## src/rtl/u2w_pkg.sv

```systemverilog
// ----------------------------------------------------------------------------
// u2w_pkg: shared types and encoding helpers for the UTF-16 to WTF-8 transcoder
// Holds the channel payload structs, the job descriptor that the front part
// hands to the back part, and the functions that build UTF-8 bytes.
// ----------------------------------------------------------------------------
package u2w_pkg;

	// Top six bits of a high surrogate (0xD800..0xDBFF) and a low one (0xDC00..0xDFFF).
	localparam logic [5:0] SURR_HI_TAG = 6'b110110;
	localparam logic [5:0] SURR_LO_TAG = 6'b110111;

	// Lead and continuation marks of UTF-8.
	localparam logic [7:0] LEAD1_MARK = 8'h00;
	localparam logic [7:0] LEAD2_MARK = 8'hC0;
	localparam logic [7:0] LEAD3_MARK = 8'hE0;
	localparam logic [7:0] LEAD4_MARK = 8'hF0;
	localparam logic [7:0] CONT_MARK  = 8'h80;

	// Limits of the one-, two- and three-byte forms.
	localparam logic [20:0] LIMIT1 = 21'h00080;
	localparam logic [20:0] LIMIT2 = 21'h00800;
	localparam logic [20:0] LIMIT3 = 21'h10000;

	// Added to the high surrogate bits, already shifted down by ten, to form 0x10000.
	localparam logic [10:0] PLANE_BASE = 11'd64;

	typedef struct packed {
		logic [15:0] code_unit;
		logic        string_end;
	} in_t;

	typedef struct packed {
		logic [7:0] out_byte;
		logic       run_last;
		logic       text_done;
	} out_t;

	// One request's work: an optional flushed lone high surrogate, then an
	// optional scalar. At least one of the two is present in every job.
	typedef struct packed {
		logic        has_pre;
		logic [9:0]  pre_bits;
		logic        has_main;
		logic [20:0] main_cp;
		logic        text_end;
	} job_t;

	// Number of UTF-8 bytes for a scalar, 1 to 4.
	function automatic logic [2:0] enc_len(input logic [20:0] cp);
		logic [2:0] len;
		if (cp < LIMIT1) begin
			len = 3'd1;
		end else if (cp < LIMIT2) begin
			len = 3'd2;
		end else if (cp < LIMIT3) begin
			len = 3'd3;
		end else begin
			len = 3'd4;
		end
		return len;
	endfunction

	// Byte number idx of the encoding of cp, whose length is len.
	function automatic logic [7:0] enc_byte(input logic [20:0] cp, input logic [1:0] idx,
		input logic [2:0] len);
		logic [7:0] b;
		b = CONT_MARK | {2'b00, cp[5:0]};
		case (len)
			3'd1: begin
				b = LEAD1_MARK | {1'b0, cp[6:0]};
			end
			3'd2: begin
				if (idx == 2'd0) begin
					b = LEAD2_MARK | {3'b000, cp[10:6]};
				end
			end
			3'd3: begin
				case (idx)
					2'd0: b = LEAD3_MARK | {4'b0000, cp[15:12]};
					2'd1: b = CONT_MARK | {2'b00, cp[11:6]};
					default: b = CONT_MARK | {2'b00, cp[5:0]};
				endcase
			end
			default: begin
				case (idx)
					2'd0: b = LEAD4_MARK | {5'b00000, cp[20:18]};
					2'd1: b = CONT_MARK | {2'b00, cp[17:12]};
					2'd2: b = CONT_MARK | {2'b00, cp[11:6]};
					default: b = CONT_MARK | {2'b00, cp[5:0]};
				endcase
			end
		endcase
		return b;
	endfunction

endpackage

```

## src/rtl/u2w_front.sv

```systemverilog
// ----------------------------------------------------------------------------
// u2w_front: request intake and surrogate pairing
// Classifies each code unit, keeps a pending high surrogate, and turns every
// accepted request into at most one job for the queue.
// ----------------------------------------------------------------------------
module u2w_front (
	input  logic            clk,
	input  logic            arst_n,
	input  logic            in_valid,
	output logic            in_ready,
	input  u2w_pkg::in_t    in_item,
	output logic            job_valid,
	input  logic            job_ready,
	output u2w_pkg::job_t   job,
	output logic            held
);
	import u2w_pkg::*;

	logic       held_valid_q;
	logic [9:0] held_bits_q;
	logic       is_high;
	logic       is_low;
	logic       accept;
	logic       pair;
	logic       hold_next;

	assign is_high = (in_item.code_unit[15:10] == SURR_HI_TAG);
	assign is_low  = (in_item.code_unit[15:10] == SURR_LO_TAG);
	assign pair    = held_valid_q && is_low;
	assign hold_next = !pair && is_high && !in_item.string_end;

	always_comb begin
		job.text_end = in_item.string_end;
		if (pair) begin
			job.has_pre  = 1'b0;
			job.pre_bits = held_bits_q;
			job.has_main = 1'b1;
			job.main_cp  = {{1'b0, held_bits_q} + PLANE_BASE, in_item.code_unit[9:0]};
		end else begin
			job.has_pre  = held_valid_q;
			job.pre_bits = held_bits_q;
			job.has_main = !hold_next;
			job.main_cp  = {5'b00000, in_item.code_unit};
		end
	end

	assign in_ready  = job_ready;
	assign accept    = in_valid && in_ready;
	assign job_valid = in_valid && (job.has_pre || job.has_main);
	assign held      = held_valid_q;

	always_ff @(posedge clk or negedge arst_n) begin
		if (!arst_n) begin
			held_valid_q <= 1'b0;
			held_bits_q  <= '0;
		end else if (accept) begin
			held_valid_q <= hold_next;
			held_bits_q  <= hold_next ? in_item.code_unit[9:0] : 10'd0;
		end
	end

endmodule

```

## src/rtl/u2w_queue.sv

```systemverilog
// ----------------------------------------------------------------------------
// u2w_queue: job queue between front and back
// A small first-in first-out store of job descriptors.
// ----------------------------------------------------------------------------
module u2w_queue #(
	parameter int DEPTH = 2
) (
	input  logic            clk,
	input  logic            arst_n,
	input  logic            wr_valid,
	output logic            wr_ready,
	input  u2w_pkg::job_t   wr_job,
	output logic            rd_valid,
	input  logic            rd_ready,
	output u2w_pkg::job_t   rd_job
);
	import u2w_pkg::*;

	localparam int PW = (DEPTH > 1) ? $clog2(DEPTH) : 1;
	localparam int CW = $clog2(DEPTH + 1);

	job_t          mem_q [DEPTH];
	logic [PW-1:0] wr_ptr_q;
	logic [PW-1:0] rd_ptr_q;
	logic [CW-1:0] count_q;
	logic          push;
	logic          pop;

	assign wr_ready = (count_q != CW'(DEPTH));
	assign rd_valid = (count_q != '0);
	assign rd_job   = mem_q[rd_ptr_q];
	assign push     = wr_valid && wr_ready;
	assign pop      = rd_valid && rd_ready;

	always_ff @(posedge clk) begin
		if (push) begin
			mem_q[wr_ptr_q] <= wr_job;
		end
	end

	always_ff @(posedge clk or negedge arst_n) begin
		if (!arst_n) begin
			wr_ptr_q <= '0;
			rd_ptr_q <= '0;
			count_q  <= '0;
		end else begin
			if (push) begin
				wr_ptr_q <= (wr_ptr_q == PW'(DEPTH - 1)) ? '0 : wr_ptr_q + 1'b1;
			end
			if (pop) begin
				rd_ptr_q <= (rd_ptr_q == PW'(DEPTH - 1)) ? '0 : rd_ptr_q + 1'b1;
			end
			if (push && !pop) begin
				count_q <= count_q + 1'b1;
			end else if (pop && !push) begin
				count_q <= count_q - 1'b1;
			end
		end
	end

endmodule

```

## src/rtl/u2w_back.sv

```systemverilog
// ----------------------------------------------------------------------------
// u2w_back: byte emitter that drives the registered output channel
// Walks each job one byte per cycle while the output channel is not stalled.
// ----------------------------------------------------------------------------
module u2w_back (
	input  logic            clk,
	input  logic            arst_n,
	input  logic            job_valid,
	output logic            job_ready,
	input  u2w_pkg::job_t   job,
	output logic            out_valid,
	input  logic            out_ready,
	output u2w_pkg::out_t   out_item
);
	import u2w_pkg::*;

	job_t        cur_q;
	logic        busy_q;
	logic        seg_q;
	logic [1:0]  idx_q;
	logic        out_valid_q;
	out_t        out_q;
	logic [20:0] cp;
	logic [2:0]  len;
	logic        seg_last;
	logic        job_last;
	logic        adv;

	// The flushed segment is the lone high surrogate 0xD800 | bits.
	assign cp       = seg_q ? cur_q.main_cp : {5'b00000, SURR_HI_TAG, cur_q.pre_bits};
	assign len      = enc_len(cp);
	assign seg_last = (({1'b0, idx_q} + 3'd1) == len);
	assign job_last = seg_last && (seg_q || !cur_q.has_main);
	assign adv      = busy_q && (!out_valid_q || out_ready);
	assign job_ready = !busy_q || (adv && job_last);

	assign out_valid = out_valid_q;
	assign out_item  = out_q;

	always_ff @(posedge clk) begin
		if (adv) begin
			out_q.out_byte  <= enc_byte(cp, idx_q, len);
			out_q.run_last  <= job_last;
			out_q.text_done <= job_last && cur_q.text_end;
		end
		if (job_ready && job_valid) begin
			cur_q <= job;
		end
	end

	always_ff @(posedge clk or negedge arst_n) begin
		if (!arst_n) begin
			busy_q      <= 1'b0;
			seg_q       <= 1'b0;
			idx_q       <= '0;
			out_valid_q <= 1'b0;
		end else begin
			if (adv) begin
				out_valid_q <= 1'b1;
			end else if (out_ready) begin
				out_valid_q <= 1'b0;
			end
			if (job_ready) begin
				busy_q <= job_valid;
				seg_q  <= !job.has_pre;
				idx_q  <= '0;
			end else if (adv) begin
				if (seg_last) begin
					seg_q <= 1'b1;
					idx_q <= '0;
				end else begin
					idx_q <= idx_q + 1'b1;
				end
			end
		end
	end

endmodule

```

## src/rtl/utf16_to_wtf8_transcoder.sv

```systemverilog
// ----------------------------------------------------------------------------
// utf16_to_wtf8_transcoder: UTF-16 code units in, WTF-8 bytes out
// Pairs surrogates into 4-byte sequences and writes unpaired surrogates as
// 3-byte sequences, one output byte per cycle while the receiver is ready.
// ----------------------------------------------------------------------------
//
//   Channel | Handshake           | Payload (u2w_pkg)  | Moves per request
//   --------+---------------------+--------------------+----------------------
//   in      | in_valid/in_ready   | in_t  in_item      | one UTF-16 code unit
//   out     | out_valid/out_ready | out_t out_item     | one encoded byte
//
// The front part takes one request per cycle whenever the job queue has room.
// The back part emits one byte per cycle while the receiver is ready, so a
// request yields 1 to 4 bytes, or up to 6 when a held surrogate is flushed
// ahead of a unit; a high surrogate that gets held yields none. The output
// byte register sets the sustained rate. Reset clears the held surrogate,
// the queue and the output register. Either side may stall without stopping
// the other until the queue fills.
//
module utf16_to_wtf8_transcoder #(
	parameter int QUEUE_DEPTH = 2
) (
	input  logic           clk,
	input  logic           arst_n,
	input  logic           in_valid,
	output logic           in_ready,
	input  u2w_pkg::in_t   in_item,
	output logic           out_valid,
	input  logic           out_ready,
	output u2w_pkg::out_t  out_item
);
	import u2w_pkg::*;

	job_t wr_job;
	job_t rd_job;
	logic wr_valid;
	logic wr_ready;
	logic rd_valid;
	logic rd_ready;
	logic held;

	// Intake: classifies units and keeps the pending high surrogate.
	u2w_front u_front (
		.clk       (clk),
		.arst_n    (arst_n),
		.in_valid  (in_valid),
		.in_ready  (in_ready),
		.in_item   (in_item),
		.job_valid (wr_valid),
		.job_ready (wr_ready),
		.job       (wr_job),
		.held      (held)
	);

	// Decouples the intake from the byte port.
	u2w_queue #(
		.DEPTH (QUEUE_DEPTH)
	) u_queue (
		.clk      (clk),
		.arst_n   (arst_n),
		.wr_valid (wr_valid),
		.wr_ready (wr_ready),
		.wr_job   (wr_job),
		.rd_valid (rd_valid),
		.rd_ready (rd_ready),
		.rd_job   (rd_job)
	);

	// Emits the bytes of each job in order.
	u2w_back u_back (
		.clk       (clk),
		.arst_n    (arst_n),
		.job_valid (rd_valid),
		.job_ready (rd_ready),
		.job       (rd_job),
		.out_valid (out_valid),
		.out_ready (out_ready),
		.out_item  (out_item)
	);

	// The end of the string is only ever marked on the last byte of a unit.
	a_done_on_last: assert property (@(posedge clk) disable iff (!arst_n)
		out_valid && out_item.text_done |-> out_item.run_last)
		else $error("text_done without run_last");

	// Nothing stays held once the final unit of a string is taken.
	a_end_clears_held: assert property (@(posedge clk) disable iff (!arst_n)
		in_valid && in_ready && in_item.string_end |=> !held)
		else $error("surrogate still held after end of string");

	// A high surrogate that does not end the string is held for its partner.
	a_high_is_held: assert property (@(posedge clk) disable iff (!arst_n)
		in_valid && in_ready && !in_item.string_end
		&& in_item.code_unit[15:10] == SURR_HI_TAG |=> held)
		else $error("high surrogate not held");

endmodule

```

## config.mk

```make
export PLATFORM = sky130hd
export DESIGN_NAME = utf16_to_wtf8_transcoder
export DESIGN_NICKNAME = d
export VERILOG_FILES = /design/src/rtl/u2w_pkg.sv /design/src/rtl/u2w_front.sv /design/src/rtl/u2w_queue.sv /design/src/rtl/u2w_back.sv /design/src/rtl/utf16_to_wtf8_transcoder.sv
export SDC_FILE = /design/constraint.sdc
export NUM_CORES = 1
export LEC_CHECK = 0
export ABC_AREA = 1
export ABC_CLOCK_PERIOD_IN_PS = 3320
export BUFFER_PORTS_ARGS = -buffer_cell sky130_fd_sc_hd__buf_2
export CAP_MARGIN = 20
export CELL_PAD_IN_SITES_DETAIL_PLACEMENT = 0
export CELL_PAD_IN_SITES_GLOBAL_PLACEMENT = 2
export CORE_MARGIN = 1
export CORE_UTILIZATION = 41
export DETAILED_ROUTE_END_ITERATION = 10
export HOLD_SLACK_MARGIN = 0.05
export PLACE_DENSITY_LB_ADDON = 0.3
export SLEW_MARGIN = 20
export SYNTH_ARGS = -nofsm -noshare
export SYNTH_HDL_FRONTEND = slang
export SYNTH_SLANG_ARGS = --single-unit
```

## constraint.sdc

```tcl
create_clock -name clk -period 3.32 [get_ports clk]
set_input_delay 0.664 -clock clk [delete_from_list [all_inputs] [get_ports clk]]
set_output_delay 0.664 -clock clk [all_outputs]
set_load 0.1 [all_outputs]
```

### Word-level counts from Yosys, hierarchy flattened

Memory sizes are Yosys's and may differ from the RTL's.
Index checks and enable logic that the tools add are counted.

| storage, ports and cells | value |
|---|---|
| ROM bits | 0 |
| bits in registers | 63 |
| latch bits | 0 |
| memories kept | 1 |
| output and inout bits | 12 |
| RAM bits | 68 |
| input port bits | 21 |

| operators by class | value |
|---|---|
| add/subtract/negate cells | 7 |
| muxes and demuxes | 24 |
| $mul | 0 |
| order comparisons | 3 |
| eq/ne operators | 9 |
| bitwise gates (word level) | 0 |
| shift operators | 0 |
| divide/modulo/power cells | 0 |
| reduce and logical (&&, ||, !) cells | 33 |

Memory list:

| name | depth | bits a word | read ports | clocked after Yosys merged registers in | write ports | RTL line | RTL |
|---|---|---|---|---|---|---|---|
| u_queue.mem_q | 2 | 34 | 1 | 0 | 1 | u2w_queue.sv:22 | `job_t mem_q [DEPTH];` |

Operators by type and width:

| operator | number |
|---|---|
| 2-to-1 mux 33 bit | 1 |
| one-hot mux 8 bit (3 select lines) | 1 |
| less-than comparator 21 x 12 -> 1 bit, second input constant | 1 |
| less-than comparator 21 x 17 -> 1 bit, second input constant | 1 |
| less-than comparator 21 x 8 -> 1 bit, second input constant | 1 |
| 2-to-1 mux 21 bit | 1 |
| one-hot mux 7 bit (3 select lines) | 1 |
| one-hot mux 7 bit (2 select lines) | 1 |
| logical AND 1 bit | 13 |
| == test 6 bit, second input constant | 2 |
| adder 10 x 7 -> 11 bit, second input constant | 1 |
| 2-to-1 mux 10 bit | 1 |
| 2-to-1 mux 2 bit | 5 |
| nonzero test 2 bit | 5 |
| zero test 1 bit | 9 |
| 2-to-1 mux 1 bit | 9 |
| 2-to-1 mux 3 bit | 3 |
| 2-to-1 mux 7 bit | 1 |
| == test 3 x 2 -> 1 bit, second input constant | 2 |
| adder 2 x 1 -> 2 bit, second input constant | 2 |
| logical OR 1 bit | 4 |
| adder 2 x 1 -> 3 bit, second input constant | 1 |
| == test 3 x 1 -> 1 bit, second input constant | 1 |
| == test 3 bit | 1 |
| other kinds (7) | 8 |

### Logic depth before layout (Yosys ltp)

| logic depth | value |
|---|---|
| depth after elaboration | 14 |
| mapped depth | 16 |

### Cells and area by module

A second synthesis with hierarchy kept.

| unflattened totals | value |
|---|---|
| cell total of the unflattened synthesis | 539 |
| area, all modules | 5958.2 µm² |

By module, submodules not included:

| module | cells an instance | instances | seq. area each (µm²) | area an instance (µm²) |
|---|---|---|---|---|
| u2w_queue | 206 | 1 | 2142.1 | 2758.9 |
| u2w_back | 226 | 1 | 1416.4 | 2419.8 |
| u2w_front | 107 | 1 | 275.3 | 779.5 |

### Worst setup path after synthesis

OpenSTA, ideal clock, no wires.

| timing | value |
|---|---|
| path kind | reg-to-reg |
| start | register u_queue.count_q[0] |
| end | memory u_queue.mem_q[1][0] (netlist bit) (enable) |
| data required time | 2.893 ns |
| cell stages (with the launch flop) | 7 |
| path slack | -0.282 ns |
| setup time | 0.427 ns |
| arrival | 3.175 ns |
| path through | dfrtp_1 -> inv_1 -> nand2_1 -> nand2_1 -> a21oi_1 -> inv_1 -> nor2_1 |

| between the ends | value |
|---|---|
| cells in the longest elaborated chain, start to end | 4 |

Ends and longest elaborated chain:

| element | RTL line | RTL |
|---|---|---|
| from (decl) | u2w_queue.sv:25 | `logic [CW-1:0] count_q;` |
| from (signal assigned) | u2w_queue.sv:54 | `count_q <= count_q + 1'b1;` |
| from (signal assigned) | u2w_queue.sv:56 | `count_q <= count_q - 1'b1;` |
| inequality test 2 bit | u2w_queue.sv:29 | `assign wr_ready = (count_q != CW'(DEPTH));` |
| named net in_ready | utf16_to_wtf8_transcoder.sv:26 | `output logic in_ready,` |
| logical AND 1 bit | u2w_queue.sv:32 | `assign push = wr_valid && wr_ready;` |
| named net u_queue.push | u2w_queue.sv:26 | `logic push;` |
| 2-to-1 mux 1 bit | u2w_queue.sv:36 | `if (push) begin` |
| 2-to-1 mux 1 bit (implied by the code) | u2w_queue.sv:37 | `mem_q[wr_ptr_q] <= wr_job;` |
| to (decl) | u2w_queue.sv:22 |  |

The timed path passes the listed nets, and every way through them passes these cells.

### Final worst setup path

| timing | value |
|---|---|
| start | register u_back.seg_q |
| end | register u_queue.count_q[1] |

| between the ends | value |
|---|---|
| cells in the longest elaborated chain, start to end | 13 |

Ends and longest elaborated chain:

| element | RTL line | RTL |
|---|---|---|
| from (decl) | u2w_back.sv:19 | `logic seg_q;` |
| from (signal assigned) | u2w_back.sv:65 | `seg_q <= !job.has_pre;` |
| 2-to-1 mux 21 bit | u2w_back.sv:30 | `assign cp = seg_q ? cur_q.main_cp : {5'b00000, SURR_HI_TAG, cur_q.pre_bits};` |
| less-than comparator 21 x 17 -> 1 bit | u2w_pkg.sv:55 | `end else if (cp < LIMIT3) begin` |
| 2-to-1 mux 3 bit | u2w_pkg.sv:55 |  |
| 2-to-1 mux 3 bit | u2w_pkg.sv:53 | `end else if (cp < LIMIT2) begin` |
| 2-to-1 mux 3 bit | u2w_pkg.sv:51 | `if (cp < LIMIT1) begin` |
| == test 3 bit | u2w_back.sv:32 | `assign seg_last = (({1'b0, idx_q} + 3'd1) == len);` |
| logical AND 1 bit (*) | u2w_back.sv:33 | `assign job_last = seg_last && (seg_q \|\| !cur_q.has_main);` |
| logical AND 1 bit (*) | u2w_back.sv:35 | `assign job_ready = !busy_q \|\| (adv && job_last);` |
| logical OR 1 bit (*) | u2w_back.sv:35 |  |
| logical AND 1 bit (*) | u2w_queue.sv:33 | `assign pop = rd_valid && rd_ready;` |
| zero test 1 bit | u2w_queue.sv:53 | `if (push && !pop) begin` |
| logical AND 1 bit | u2w_queue.sv:53 |  |
| 2-to-1 mux 2 bit / nonzero test 2 bit (equally long branches) | - |  |

Every way passes the cells marked *; elsewhere a longest branch is shown, timed or not.
A chain may end at the register's enable or synchronous reset.

==> impl_metrics.yaml <==
outcome:
  outcome: "complete, no violations"
global_route:
  overflow: 0
  grt_pass1_wl_um: 18440
  antenna_found_initial: 0
  grt_pass1_vias: 3448
  grt_max_degree: 36
  grt_usage: 0.1750
placement:
  hpwlAfterDp_um: 8034
  dp.cells: 707
  dp_slack_ps: 467.1
  gp_congestion: 0.8369
  place_area_um2: 6058
  portBuffers: 32
cells_and_area:
  final_util: 0.4950
  fin_cells: 739
  antennaDiodeCount: 0
  drive_above_1_share: 0.1581
  design_area_um2: 6608
  nets: 578
  area_growth_pct: 16.86
min_path:
  hp-class: "input port to asynchronous set/reset pin"
logic_synthesis:
  yosys.area.top_type_share: 0.5895
  ys_ff_latch: 131
  synth_area_leader_cell: "edfxtp_1"
  syn_inst: 509
  syn_nets: 537
  synth-seq-area-share: 0.6780
  yosysWarnings: 0
  syn_area_per_cell_um2: 11.11
  synth.distinct_cells: 38
  syn-cell-area_um2: 5654
  synth.area.top_cells: "edfxtp_1 (59%), nand2_1 (11%), dfrtp_1 (8.9%)"
sta:
  post-route-period-util: 0.8747
  fmax_ghz: 0.3444
  tightest_slew_ps: 977.7
  fin_crit_ps: 2904
  clock_skew_ps: 11.50
  fin_setup_tns_ps: 0
  worst_slack_ps: 416.1
  report.final.slew_viol_count: 0
  slew_headroom: 0.3458
  setup-violations-final: 0
  hold_violations: 0
  rsz0062_at_grt: "no"
clock_tree:
  cts_tree: "done"
  cts_buffers: 17
  cts.clk_slew.worst_paths_ps: 50
  cts_resized: 0
  clock_sinks: 131
  cts_setup_buffers: 0
  cts_hold_buf: 0
  insertion_delay_ps: 410
  cts_root_buf: "clkbuf_16"
  cts.htree.levels: 4
  cts_buffer_depth: 2
die:
  rows: 42
  die_h_um: 119.4
  start_util: 0.4236
  core_um2: 13350
  ios: 33
  die_w_um: 119.4
  die-area_um2: 14260
route:
  vias_per_cell: 4.801
  route.detailed.drc: 0
  drt_first_pass_iters: 5
  drt_iter0_drc: 260
  wl_per_cell_um: 15.48
  ant_nets: 0
  wl_um: 11440
  vias: 3548
run:
  cap_violations: 0
critical_path:
  cp.required_ps: 3600
  reg2reg_depth: 15
  critPathLaunchType: "flop"
  crit_path_end_kind: "flop"
  reg2reg_slack_ps: 420
  cp.arrival_ps: 3180
  cp_max_fo: 15
  r2r-start: "u_back.seg_q"
  rr_endpoint: "u_queue.count_q[1]"
  cp-startpoint: "u_back.seg_q"
  path_class: "flop to flop"
power:
  worst_ir_drop_vdd_mv: 0.4056
  power_density_nw_per_um2: 990.1
  leakage_nw: 2.710
-- final cells by class --
class	count	area, um^2
multi-input cells	316	1585
clock buffers	18	429.2
fillers	1245	6740
clock inverters	14	120.1
flip-flops and latches	131	3834
well taps	176	220.2
repair buffers	39	250.2
inverters	45	168.9
-- layout by cell type, fill, tap and decap left out, types with 3 or more instances in the layout --
cell type	netlist	final
nand3_1	25	25
ha_1	7	7
nor3_1	4	4
nor2_2	1	3
a21oi_1	11	11
clkinv_2	0	4
clkbuf_16	0	17
xor2_1	3	3
nor2_1	20	18
a31oi_1	8	8
o21ai_1	3	3
o211ai_1	4	4
clkinv_1	1	7
buf_12	0	3
nor2_4	3	3
nand2_1	173	173
buf_4	1	4
edfxtp_1	111	111
o21ai_0	24	24
inv_1	43	43
o22ai_1	3	3
dfrtp_1	20	20
nand2_2	6	6
buf_2	3	32
-- flip-flops by register name, summed over array words and instances, names as in the netlist, 2 cells and up --
register / cells
u_queue.mem_q: 68
u_back.idx_q: 2
u_front.held_bits_q: 10
u_back.cur_q: 33
u_back.out_item: 10
u_queue.count_q: 2
-- how the worst max path moves through the flow --
stage                                     end  slack, ps  depth (start not counted)
final                      u_queue.count_q[1]        420                         15
after global routing       u_queue.count_q[1]        160                         15
after CTS                  u_queue.count_q[1]        440                         15
after detailed placement   u_queue.count_q[1]        470                         15
after global placement     u_queue.count_q[1]        530                         15
after floorplan           u_queue.mem_q[1][0]        270                          6
-- logic make-up after synthesis --
| group | synth area share |
|---|---|
| buffers and inverters | 0.04249 |
| AO/OA/AOI/OAI | 0.05975 |
| XOR/XNOR | 0.006197 |
| AND/OR/NAND/NOR | 0.1945 |
| flip-flops | 0.6780 |
| multiplexers | 0.003541 |
| adder cells (fa/ha/maj) | 0.01549 |
-- power by group --
| group | total (mW) | internal, mW | leakage (nW) | switching, mW |
|---|---|---|---|---|
| clock network | 1.72 | 1.08 | 0.272 | 0.638 |
| logic | 2.26 | 0.569 | 1.14 | 1.69 |
| registers | 2.56 | 2.38 | 1.29 | 0.177 |
| total | 6.54 | 4.03 | 2.71 | 2.51 |
-- through the flow --
stage,hold WS (ps),total power [mW]
after floorplan,368.4,4.264
after CTS,237.3,6.601
after global placement,455.4,4.872
after detailed placement,464.5,4.867
after global routing,258.9,6.909
final,228.4,6.542
-- per-layer routing --
| layer | global-route usage | vias up | wire [um] |
|---|---|---|---|
| li1 | - | 1804 | - |
| met2 | 0.2678 | 64 | 5355 |
| met5 | 0 | - | 0 |
| met3 | 0.03736 | 13 | 312 |
| met1 | 0.2406 | 1667 | 5629 |
| met4 | 0.07656 | 0 | 142 |
-- critical path, stage by stage, from the launching register on --
cell and delay [ps]:
dfrtp_1 630, inv_2 280, nand2_2 130, nand2_1 90, nor2_2 230, nand3_4 130, nand2_1 110, nand2_1 60
nand2_2 100, nand4_2 110, nand2_2 110, nand2_2 80, ha_1 330, a21oi_1 110, o21ai_0 110, xor2_1 150
-- synth_stat cells --
library cell  number
a31oi_1            8
xnor2_1            1
a21oi_1           11
nand4_1            1
buf_4              1
or2_2              2
a21oi_4            1
o21ai_0           24
nor2_4             3
nor3b_1            1
o211ai_1           4
a211oi_1           2
a31o_2             1
clkbuf_1          13
nor2_8             2
buf_2              3
inv_1             43
dfrtp_1           20
mux2i_1            2
clkinv_1           1
xor2_1             3
o21ai_1            3
nand3_4            2
inv_2              1
o221ai_1           1
nand3_2            1
nand4_2            1
nor2_2             1
and2_1             1
nand3_1           25
edfxtp_1         111
nor3_1             4
ha_1               7
nand2_2            6
nand2_1          173
nor2_1            20
nand2_4            2
o22ai_1            3
Note: power is estimated with default switching activity, not from simulation.
